--- src/rtl/alu_with_condition_flags_unit_assert.svh ---
// Assertion macros for the ALU with condition flags.
`ifndef ALU_WITH_CONDITION_FLAGS_UNIT_ASSERT_SVH
`define ALU_WITH_CONDITION_FLAGS_UNIT_ASSERT_SVH
`ifndef NO_ASSERTIONS
`define AF_ASSERT_IMPL(label, clk, rst_n, prop, msg) \
    label: assert property (@(posedge clk) disable iff (!rst_n) (prop)) else $error(msg);
`define AF_ASSERT_NEXT(label, clk, rst_n, cond, prop, msg) \
    label: assert property (@(posedge clk) disable iff (!rst_n) (cond) |=> (prop)) \
        else $error(msg);
`else
`define AF_ASSERT_IMPL(label, clk, rst_n, prop, msg)
`define AF_ASSERT_NEXT(label, clk, rst_n, cond, prop, msg)
`endif
`endif

--- src/rtl/afu_pkg.sv ---
`timescale 1ns / 1ps
package afu_pkg;

    typedef enum logic [4:0] {
        OP_MOV = 5'd0, OP_ADD = 5'd1, OP_SUB = 5'd2, OP_MUL = 5'd3, OP_DIV = 5'd4,
        OP_CMP = 5'd5, OP_AND = 5'd6, OP_OR = 5'd7, OP_XOR = 5'd8, OP_SHL = 5'd9,
        OP_SHR = 5'd10, OP_SAR = 5'd11, OP_LDL = 5'd12, OP_LDH = 5'd13,
        OP_NOT = 5'd14, OP_JMP = 5'd15, OP_JZ = 5'd16, OP_JP = 5'd17, OP_JN = 5'd18,
        OP_JC = 5'd19, OP_JV = 5'd20, OP_JNP = 5'd21, OP_JNN = 5'd22,
        OP_JNZ = 5'd23, OP_STOP = 5'd24
    } t_op;

    typedef enum logic [1:0] {
        ERR_NONE = 2'd0, ERR_DIV_ZERO = 2'd1, ERR_UNDEF = 2'd2
    } t_err;

    localparam logic [3:0] FLAG_N = 4'b1000;
    localparam logic [3:0] FLAG_Z = 4'b0100;
    localparam logic [3:0] FLAG_C = 4'b0010;
    localparam logic [3:0] FLAG_V = 4'b0001;
    localparam logic [31:0] HI_MASK = 32'hFFFF_0000;

    typedef struct packed {
        logic [4:0]         cmd;
        logic signed [31:0] op_a;
        logic signed [31:0] op_b;
        logic [31:0]        instr_ptr;
    } t_in;

    typedef struct packed {
        logic signed [31:0] result;
        logic               write_result;
        logic signed [31:0] remainder;
        logic               write_remainder;
        logic               jump_taken;
        logic [31:0]        jump_target;
        logic               halt;
        logic [3:0]         flags;
        logic [1:0]         error;
    } t_out;

    // classified item handed from front to back
    typedef struct packed {
        t_op         op;
        logic        is_div;
        logic        is_jump;
        logic        undef;
        logic [31:0] a;
        logic [31:0] b;
        logic [31:0] target;
    } t_dec;

    function automatic logic [3:0] nz_bits(input logic [31:0] r);
        nz_bits = (r == 32'd0) ? FLAG_Z : (r[31] ? FLAG_N : 4'd0);
    endfunction

endpackage

--- src/rtl/alu_with_condition_flags_unit.sv ---
`timescale 1ns / 1ps
// Path: queue, then execute; mul passes S_PROD and S_MUL, div waits on the divider.
// Throughput: one item a cycle for simple operations while the output slot can take results;
// mul and div hold execute until done. The 32-step restoring divider sets the worst-case rate.
// Reset: synchronous active-low i_rst_n empties the queues and clears the NZCV flags.
module alu_with_condition_flags_unit (
    input  logic          i_clk,
    input  logic          i_rst_n,
    input  logic          push,
    output logic          full,
    input  afu_pkg::t_in  i_item,
    output logic          empty,
    input  logic          pop,
    output afu_pkg::t_out o_result
);
    import afu_pkg::*;

    logic w_valid, w_take;
    t_dec w_dec;

    // front end: decode and classify into a two-entry queue
    afu_front u_front (
        .i_clk(i_clk), .i_rst_n(i_rst_n), .i_push(push), .o_full(full), .i_in(i_item),
        .o_valid(w_valid), .i_take(w_take), .o_dec(w_dec)
    );

    // back end: execute with the flag register; output slot per transfer
    afu_back u_back (
        .i_clk(i_clk), .i_rst_n(i_rst_n), .i_valid(w_valid), .o_take(w_take),
        .i_dec(w_dec), .o_empty(empty), .i_pop(pop), .o_out(o_result)
    );
endmodule

--- src/rtl/afu_front.sv ---
`timescale 1ns / 1ps
module afu_front (
    input  logic          i_clk,
    input  logic          i_rst_n,
    input  logic          i_push,
    output logic          o_full,
    input  afu_pkg::t_in  i_in,
    output logic          o_valid,
    input  logic          i_take,
    output afu_pkg::t_dec o_dec
);
    import afu_pkg::*;

    // two-entry queue between decode and execute
    t_dec       r_mem [2];
    logic       r_wp, n_wp, r_rp, n_rp;
    logic [1:0] r_cnt, n_cnt;
    t_dec       w_dec;
    logic       w_wr, w_rd;

    always_comb begin
        w_dec.op      = t_op'(i_in.cmd);
        w_dec.is_div  = (i_in.cmd == OP_DIV);
        w_dec.is_jump = (i_in.cmd >= OP_JMP) && (i_in.cmd <= OP_JNZ);
        w_dec.undef   = (i_in.cmd > OP_STOP);
        w_dec.a       = i_in.op_a;
        w_dec.b       = i_in.op_b;
        w_dec.target  = (i_in.instr_ptr & HI_MASK) + i_in.op_a;
    end

    assign o_full  = (r_cnt == 2'd2);
    assign o_valid = (r_cnt != 2'd0);
    assign o_dec   = r_mem[r_rp];
    assign w_wr    = i_push && !o_full;
    assign w_rd    = i_take && o_valid;

    always_comb begin
        n_wp  = r_wp ^ w_wr;
        n_rp  = r_rp ^ w_rd;
        n_cnt = r_cnt + {1'b0, w_wr} - {1'b0, w_rd};
    end

    always_ff @(posedge i_clk) begin
        if (w_wr) begin
            r_mem[r_wp] <= w_dec;
        end
        if (!i_rst_n) begin
            r_wp  <= 1'b0;
            r_rp  <= 1'b0;
            r_cnt <= 2'd0;
        end else begin
            r_wp  <= n_wp;
            r_rp  <= n_rp;
            r_cnt <= n_cnt;
        end
    end
endmodule

--- src/rtl/afu_divider.sv ---
`timescale 1ns / 1ps
module afu_divider (
    input  logic        i_clk,
    input  logic        i_rst_n,
    input  logic        i_start,
    input  logic [31:0] i_num,
    input  logic [31:0] i_den,
    output logic        o_done,
    output logic [31:0] o_quo,
    output logic [31:0] o_rem
);
    // restoring division on magnitudes, one bit per cycle;
    // the answer is held until the next start
    logic [31:0] r_q, r_d;
    logic [32:0] r_r;
    logic [5:0]  r_cnt;
    logic        r_busy;
    logic [32:0] w_sh, w_diff;

    assign w_sh   = {r_r[31:0], r_q[31]};
    assign w_diff = w_sh - {1'b0, r_d};
    assign o_done = r_busy && (r_cnt == 6'd0);
    assign o_quo  = r_q;
    assign o_rem  = r_r[31:0];

    always_ff @(posedge i_clk) begin
        if (!i_rst_n) begin
            r_busy <= 1'b0;
            r_cnt  <= 6'd0;
        end else if (i_start) begin
            r_busy <= 1'b1;
            r_cnt  <= 6'd32;
            r_q    <= i_num;
            r_d    <= i_den;
            r_r    <= 33'd0;
        end else if (r_busy && r_cnt != 6'd0) begin
            r_cnt <= r_cnt - 6'd1;
            if (!w_diff[32]) begin
                r_r <= w_diff;
                r_q <= {r_q[30:0], 1'b1};
            end else begin
                r_r <= w_sh;
                r_q <= {r_q[30:0], 1'b0};
            end
        end
    end
endmodule

--- src/rtl/afu_back.sv ---
`timescale 1ns / 1ps
`include "alu_with_condition_flags_unit_assert.svh"
module afu_back (
    input  logic          i_clk,
    input  logic          i_rst_n,
    input  logic          i_valid,
    output logic          o_take,
    input  afu_pkg::t_dec i_dec,
    output logic          o_empty,
    input  logic          i_pop,
    output afu_pkg::t_out o_out
);
    import afu_pkg::*;

    typedef enum logic [3:0] {
        S_IDLE = 4'b0001, S_PROD = 4'b0010, S_MUL = 4'b0100, S_DIV = 4'b1000
    } t_state;

    t_state      r_state;
    logic [3:0]  r_flags;
    t_out        r_out;
    logic        r_full, n_full;
    logic [31:0] r_ma, r_mb;
    logic        r_sgn_q, r_sgn_r;
    logic [63:0] r_prod;
    t_out        w_res, w_mul_out, w_div_out, w_nxt;
    logic [3:0]  w_f;
    logic        w_free, w_go, w_div_start, w_div_done, w_load;
    logic [31:0] w_quo, w_rem, w_q, w_r, w_ma, w_mb, w_nb, w_s, w_mul_res;
    logic        w_jt, w_held, w_rem_ok;

    assign w_free = !r_full || i_pop;
    assign w_go   = (r_state == S_IDLE) && i_valid;
    assign w_ma   = i_dec.a[31] ? (32'd0 - i_dec.a) : i_dec.a;
    assign w_mb   = i_dec.b[31] ? (32'd0 - i_dec.b) : i_dec.b;
    assign w_div_start = w_go && i_dec.is_div && (i_dec.b != 32'd0);

    afu_divider u_div (
        .i_clk(i_clk), .i_rst_n(i_rst_n), .i_start(w_div_start),
        .i_num(w_ma), .i_den(w_mb), .o_done(w_div_done), .o_quo(w_quo), .o_rem(w_rem)
    );

    assign w_q = r_sgn_q ? (32'd0 - w_quo) : w_quo;
    assign w_r = r_sgn_r ? (32'd0 - w_rem) : w_rem;
    // low word of the signed product from the magnitude product
    assign w_mul_res = r_sgn_q ? (32'd0 - r_prod[31:0]) : r_prod[31:0];

    function automatic logic [3:0] sum_f(input logic [31:0] a, input logic [31:0] b,
                                         input logic [31:0] s);
        logic [32:0] ex;
        logic [3:0]  f;
        ex = {a[31], a} + {b[31], b};
        f  = nz_bits(s);
        if (ex[32]) f = f | FLAG_C;
        if (!a[31] && a != 0 && !b[31] && b != 0 && (s[31] || s == 0)) f = f | FLAG_V;
        if (a[31] && b[31] && !s[31]) f = f | FLAG_V;
        sum_f = f;
    endfunction

    // combinational results of the simple operations
    always_comb begin
        w_res = '0;
        w_f   = r_flags;
        w_nb  = 32'd0 - i_dec.b;
        w_s   = 32'd0;
        w_jt  = 1'b0;
        unique case (i_dec.op)
            OP_MOV: begin w_s = i_dec.b; w_f = nz_bits(w_s); end
            OP_ADD: begin w_s = i_dec.a + i_dec.b; w_f = sum_f(i_dec.a, i_dec.b, w_s); end
            OP_SUB, OP_CMP: begin
                w_s = i_dec.a - i_dec.b; w_f = sum_f(i_dec.a, w_nb, w_s);
            end
            OP_AND: begin w_s = i_dec.a & i_dec.b; w_f = nz_bits(w_s); end
            OP_OR:  begin w_s = i_dec.a | i_dec.b; w_f = nz_bits(w_s); end
            OP_XOR: begin w_s = i_dec.a ^ i_dec.b; w_f = nz_bits(w_s); end
            OP_SHL: begin
                w_s = (i_dec.b < 32) ? (i_dec.a << i_dec.b[4:0]) : 32'd0;
                w_f = nz_bits(w_s);
                if ((w_s & HI_MASK) != 0) w_f = w_f | FLAG_C;
                if (!i_dec.a[31] && i_dec.a != 0 && w_s[31]) w_f = w_f | FLAG_V;
                if (i_dec.a[31] && !w_s[31] && w_s != 0) w_f = w_f | FLAG_V;
            end
            OP_SHR: begin
                w_s = (i_dec.b < 32) ? (i_dec.a >> i_dec.b[4:0]) : 32'd0;
                w_f = nz_bits(w_s) | (i_dec.a[31] ? FLAG_V : 4'd0);
            end
            OP_SAR: begin
                w_s = (i_dec.b < 32) ? 32'($signed(i_dec.a) >>> i_dec.b[4:0])
                                     : {32{i_dec.a[31]}};
                w_f = nz_bits(w_s);
            end
            OP_LDL: begin
                w_s = (i_dec.a & HI_MASK) | (i_dec.b & ~HI_MASK); w_f = nz_bits(w_s);
            end
            OP_LDH: begin
                w_s = (i_dec.a & ~HI_MASK) | {i_dec.b[15:0], 16'd0}; w_f = nz_bits(w_s);
            end
            OP_NOT: begin w_s = ~i_dec.a; w_f = nz_bits(w_s); end
            OP_JMP: w_jt = 1'b1;
            OP_JZ:  w_jt = r_flags[2];
            OP_JP:  w_jt = !r_flags[3] && !r_flags[2];
            OP_JN:  w_jt = r_flags[3];
            OP_JC:  w_jt = r_flags[1];
            OP_JV:  w_jt = r_flags[0];
            OP_JNP: w_jt = r_flags[3] || r_flags[2];
            OP_JNN: w_jt = !r_flags[3];
            OP_JNZ: w_jt = !r_flags[2];
            default: ;
        endcase
        w_res.result       = w_s;
        w_res.write_result = !i_dec.is_jump && !i_dec.undef && (i_dec.op != OP_CMP)
                             && (i_dec.op != OP_STOP) && !i_dec.is_div;
        if (!w_res.write_result) w_res.result = '0;
        w_res.jump_taken  = i_dec.is_jump && w_jt;
        w_res.jump_target = i_dec.is_jump ? i_dec.target : 32'd0;
        w_res.halt        = (i_dec.op == OP_STOP);
        w_res.error       = i_dec.undef ? ERR_UNDEF : ERR_NONE;
        w_res.flags       = w_f;
        if (i_dec.is_div) begin
            w_res.flags = r_flags;
            w_res.error = ERR_DIV_ZERO;
        end
    end

    // results of the multi-cycle operations and what goes into the output slot
    always_comb begin
        w_mul_out = '0;
        w_mul_out.result       = w_mul_res;
        w_mul_out.write_result = 1'b1;
        w_mul_out.flags        = nz_bits(w_mul_res)
                                 | ((r_prod[63:32] != 32'd0) ? (FLAG_C | FLAG_V) : 4'd0);
        w_div_out = '0;
        w_div_out.result          = w_q;
        w_div_out.write_result    = 1'b1;
        w_div_out.remainder       = w_r;
        w_div_out.write_remainder = 1'b1;
        w_div_out.flags           = nz_bits(w_q);
        w_load = 1'b0;
        w_nxt  = w_res;
        unique case (r_state)
            S_IDLE: w_load = o_take && (i_dec.op != OP_MUL) && !w_div_start;
            S_MUL: begin
                w_load = w_free;
                w_nxt  = w_mul_out;
            end
            S_DIV: begin
                w_load = w_div_done && w_free;
                w_nxt  = w_div_out;
            end
            default: ;
        endcase
        n_full = w_load || (r_full && !i_pop);
    end

    // take a new item when the output slot can hold its result, or at once for mul and for a div by a nonzero divisor
    assign o_take  = w_go && (w_free || i_dec.op == OP_MUL
                     || (i_dec.is_div && i_dec.b != 0));
    assign o_empty = !r_full;
    assign o_out   = r_out;

    always_ff @(posedge i_clk) begin
        if (!i_rst_n) begin
            r_state <= S_IDLE;
            r_flags <= 4'd0;
            r_full  <= 1'b0;
        end else begin
            r_full <= n_full;
            if (w_load) begin
                r_out   <= w_nxt;
                r_flags <= w_nxt.flags;
            end
            unique case (r_state)
                S_IDLE: if (o_take) begin
                    r_ma <= w_ma;
                    r_mb <= w_mb;
                    r_sgn_q <= i_dec.a[31] ^ i_dec.b[31];
                    r_sgn_r <= i_dec.a[31];
                    if (i_dec.op == OP_MUL) begin
                        r_state <= S_PROD;
                    end else if (w_div_start) begin
                        r_state <= S_DIV;
                    end
                end
                // product register settles in this cycle
                S_PROD: r_state <= S_MUL;
                S_MUL: if (w_free) begin
                    r_state <= S_IDLE;
                end
                S_DIV: if (w_div_done && w_free) begin
                    r_state <= S_IDLE;
                end
                default: r_state <= S_IDLE;
            endcase
        end
    end

    // magnitude product registered ahead of the flag check
    always_ff @(posedge i_clk) begin
        r_prod <= r_ma * r_mb;
    end

    assign w_held   = (r_state != S_IDLE) || r_full;
    assign w_rem_ok = !r_full || !r_out.write_remainder || r_out.write_result;

    `AF_ASSERT_NEXT(a_take_idle, i_clk, i_rst_n, o_take, w_held, "take lost")
    `AF_ASSERT_IMPL(a_onehot, i_clk, i_rst_n, $onehot(r_state), "state not one-hot")
    `AF_ASSERT_IMPL(a_wrem, i_clk, i_rst_n, w_rem_ok, "rem without quotient")
endmodule
--- config.mk ---
export PLATFORM = sky130hd
export DESIGN_NAME = alu_with_condition_flags_unit
export DESIGN_NICKNAME = d
export VERILOG_FILES = /design/src/rtl/afu_pkg.sv /design/src/rtl/alu_with_condition_flags_unit.sv /design/src/rtl/afu_front.sv /design/src/rtl/afu_divider.sv /design/src/rtl/afu_back.sv
export VERILOG_INCLUDE_DIRS = /design/src /design/src/rtl
export SDC_FILE = /design/constraint.sdc
export NUM_CORES = 2
export LEC_CHECK = 0
export BUFFER_PORTS_ARGS = -buffer_cell sky130_fd_sc_hd__buf_2
export CELL_PAD_IN_SITES_DETAIL_PLACEMENT = 0
export CELL_PAD_IN_SITES_GLOBAL_PLACEMENT = 2
export CORE_UTILIZATION = 30
export DETAILED_ROUTE_END_ITERATION = 7
export PLACE_DENSITY = 0.65
export SLEW_MARGIN = 0
export SYNTH_ARGS = -nofsm -noshare
export SYNTH_HDL_FRONTEND = slang
export SYNTH_SLANG_ARGS = --single-unit
--- constraint.sdc ---
create_clock -name i_clk -period 23.5 [get_ports i_clk]
set_input_delay 3.525 -clock i_clk [delete_from_list [all_inputs] [get_ports i_clk]]
set_output_delay 3.525 -clock i_clk [all_outputs]
set_load 0.01 [all_outputs]
==> run_results.csv <==
group,metric,value,unit
run_status,outcome,"complete, no violations",
routing,drt-total-wl,292000,um
timing,tightest_slew,1220,ps
routing,routed.top_layer,"met5",
yosys,ys_seq_area_share,21.1,%
yosys,synthCells,7763,
yosys,synth.avg_cell_area,9.19,um^2
clock_tree,cts_root_buf,"clkbuf_16",
floorplanning,pin_count,213,
timing,rsz0062_at_grt,"no",
grt,grt_pass1_vias,59700,
timing,finalHoldViolations,0,
yosys,synth_nets,9218,
yosys,ys_seq_elements,529,
yosys,synth-compound-area-share,12.4,%
yosys,synth_area,71400,um^2
timing,min_period,9010,ps
yosys,synth_simple_gate_area_share,17.4,%
yosys,yosys_warnings,0,
grt,grt_pass1_wl,428000,um
floorplanning,initial_core_util,30.3,%
clock_tree,cts_resized,0,
routing,met1_length,127000,um
grt,grt_usage,24.3,%
clock_tree,cts_num_sinks,529,
routing,route.met2.wl,136000,um
layout,fill_cells,24600,
worst_setup_path,critical_path.top_delay_family,"adder cells",
clock_tree,cts.clk_slew.worst_paths,70,ps
place,port_buffers,196,
worst_setup_path,worstPathMaxFanout,31,
clock_tree,ctsHoldBuffers,0,
routing,wl_per_cell,26.5,um
routing,wl_met3,14700,um
worst_setup_path,worst-path-buf-inv,7,
place,hpwlAfterDp,232000,um
worst_setup_path,crit_slowest_cell,"fa_1",
floorplanning,fp.dieH,490,um
timing,final.setup.tns,0,ps
min_path,min_to,"u_back.u_div.r_busy$_SDFFE_PN0P_",
timing,skew,64.6,ps
floorplanning,fp.dieW,490,um
yosys,synth_top_family_by_area,"adder cells",
yosys,muxShareOfSynthArea,4.02,%
routing,drc,0,
layout,most-common-layout-cells,"inv_1 (1,022), fa_1 (900), nand2_1 (805)",
timing,whs,487,ps
layout,nNetsFinal,9264,
layout,layout-drive-gt1-share,8.22,%
yosys,async_reset_ff_share,0,%
clock_tree,clk_path_buf_depth,3,
flow_run,cap_violations,0,
min_path,hold_depth,2,
floorplanning,die_area,240000,um^2
yosys,synth.distinct_cells,99,
timing,timing.fmax,111,MHz
worst_setup_path,crit_type,"flop to flop",
clock_tree,cts_buffers,57,
worst_setup_path,reg2reg_slack,14490,ps
timing,setup_violations,0,
yosys,synth_fa_ha_area_share,33.1,%
layout,final_common_cell,"inv_1",
yosys,synth_area_leaders,"fa_1 (25%), edfxtp_1 (19%), ha_1 (7.9%)",
grt,overflow,0,
worst_setup_path,cp.required,24090,ps
routing,routed_via_density,5.30,
clock_tree,insertion_delay,720,ps
floorplanning,coreArea,236000,um^2
grt,antenna_found_initial,19,
routing,vias,58400,
timing,slew_viol_final,0,
worst_setup_path,rr_worst_depth,29,
worst_setup_path,critPathCaptureType,"flop",
yosys,synth_xor_xnor_area_share,4.11,%
worst_setup_path,slowest_delay,530,ps
floorplanning,num_rows,178,
yosys,synth_largest_area_cell,"fa_1",
min_path,hp-start,"u_back.u_div.r_busy$_SDFFE_PN0P_",
clock_tree,cts_setup_buffers,0,
yosys,synthDominantCellAreaShare,25.2,%
clock_tree,htree_levels,2,
layout,syn2layout_area_growth,9.76,%
worst_setup_path,worstSetupStartpointType,"flop",
worst_setup_path,crit_path_start,"u_back.r_ma[7]$_DFFE_PP_",
worst_setup_path,rr_endpoint,"u_back.r_prod[63]$_DFF_P_",
min_path,hold_class,"flop to flop",
routing,dr.pass1.iters,6,
clock_tree,cts_tree,"yes",
worst_setup_path,timing.rr.start,"u_back.r_ma[7]$_DFFE_PP_",
routing,ant_nets,0,
yosys,synth_edf_count,444,
grt,grt_max_degree,81,
timing,fin_crit_sh,38.3,%
worst_setup_path,cp.arrival,9600,ps
yosys,synthFlopType,"edfxtp_1",
worst_setup_path,cp_common_cell,"fa_1",
timing,slew_headroom,16.2,%
routing,drtIter0Drc,4240,
place,gp_congestion,0.952,
-- how the worst max path moves through the flow --
| stage | slack, ps | cells after the start | to |
|---|---|---|---|
| finish | 14490 | 29 | u_back.r_prod[63]$_DFF_P_ |
| global route | 14040 | 29 | u_back.r_prod[63]$_DFF_P_ |
| CTS | 14350 | 29 | u_back.r_prod[63]$_DFF_P_ |
| detailed placement | 14440 | 29 | u_back.r_prod[63]$_DFF_P_ |
| global placement | 14460 | 29 | u_back.r_prod[61]$_DFF_P_ |
| floorplan | 14580 | 4 | u_back.o_out[0]$_DFFE_PP_ |
-- cells in the mapped netlist (42+ instances only) --
| cell type | instances |
|---|---|
| inv_1 | 1022 |
| and2_1 | 626 |
| o211ai_1 | 50 |
| xnor2_1 | 234 |
| xor2_1 | 101 |
| a31oi_1 | 50 |
| nand2b_1 | 44 |
| nand3_1 | 102 |
| a21oi_1 | 302 |
| nand2_1 | 806 |
| o21ai_0 | 264 |
| nand4_1 | 61 |
| ha_1 | 450 |
| nor2_1 | 439 |
| a211oi_1 | 60 |
| nor3_1 | 126 |
| mux2i_1 | 208 |
| o22ai_1 | 55 |
| nor4_1 | 61 |
| o31ai_1 | 55 |
| a21o_1 | 95 |
| clkbuf_1 | 372 |
| edfxtp_1 | 444 |
| o221ai_1 | 47 |
| dfxtp_1 | 85 |
| fa_1 | 900 |
| nor2b_1 | 42 |
| or3_1 | 43 |
-- cells by family after synthesis --
kind of cell | count (synthesis)
xor+xnor | 335
flops | 529
compound gates | 1330
buf+inv | 1460
fa+ha+maj | 1350
simple gates | 2497
mux | 262
-- registers in the layout (all words and copies together), names as in the netlist, named ones only --
name	count
u_back.o_out	106
u_back.r_flags	4
u_back.r_full	1
u_back.r_ma	32
u_back.r_mb	32
u_back.r_prod	64
u_back.r_sgn_q	1
u_back.r_sgn_r	1
u_back.r_state	4
u_back.u_div.o_quo	32
u_back.u_div.r_busy	1
u_back.u_div.r_cnt	6
u_back.u_div.r_d	32
u_back.u_div.r_r	32
u_front.r_cnt	2
u_front.r_mem	176
u_front.r_rp	1
u_front.r_wp	1
-- per-layer routing --
| metal | track usage, % | vias to the layer above |
|---|---|---|
| li1 | - | 26100 |
| met1 | 32.1 | 30000 |
| met2 | 40.1 | 1840 |
| met3 | 2.90 | 458 |
| met4 | 9.93 | 16 |
| met5 | 0 | - |
-- worst min-delay path, stage by stage, from the launching register on --
cell and delay [ps]:
dfxtp_1 320, inv_1 60, a21oi_1 60
-- final cells by class --
class | instances | area [um^2] | area share (%)
multi-input cells | 5774 | 51000 | 65.1
flip-flops and latches | 529 | 15000 | 19.2
well taps | 3150 | 3940 | 5.03
inverters | 1027 | 3850 | 4.92
repair buffers | 420 | 2660 | 3.40
clock buffers | 79 | 1580 | 2.02
clock inverters | 28 | 275 | 0.351
diodes | 8 | 20.0 | 0.0256
-- through the flow --
| stage | setup WS (ps) | cells | cell area [um^2] | utilization (%) |
|---|---|---|---|---|
| 2_1_floorplan | 14580 | 7763 | 71400 | - |
| 3_3_place_gp | 14460 | 10900 | 76500 | 32.4 |
| 3_5_place_dp | 14440 | 10900 | 76500 | 32.4 |
| 4_1_cts | 14350 | 11000 | 78300 | 33.2 |
| 5_1_grt | 14040 | 11000 | 78300 | 33.2 |
| 6_report | 14490 | 11000 | 78300 | 33.2 |
Power is not shown: default switching activity piles up to over one toggle a cycle in this logic, so the estimate is an artifact.
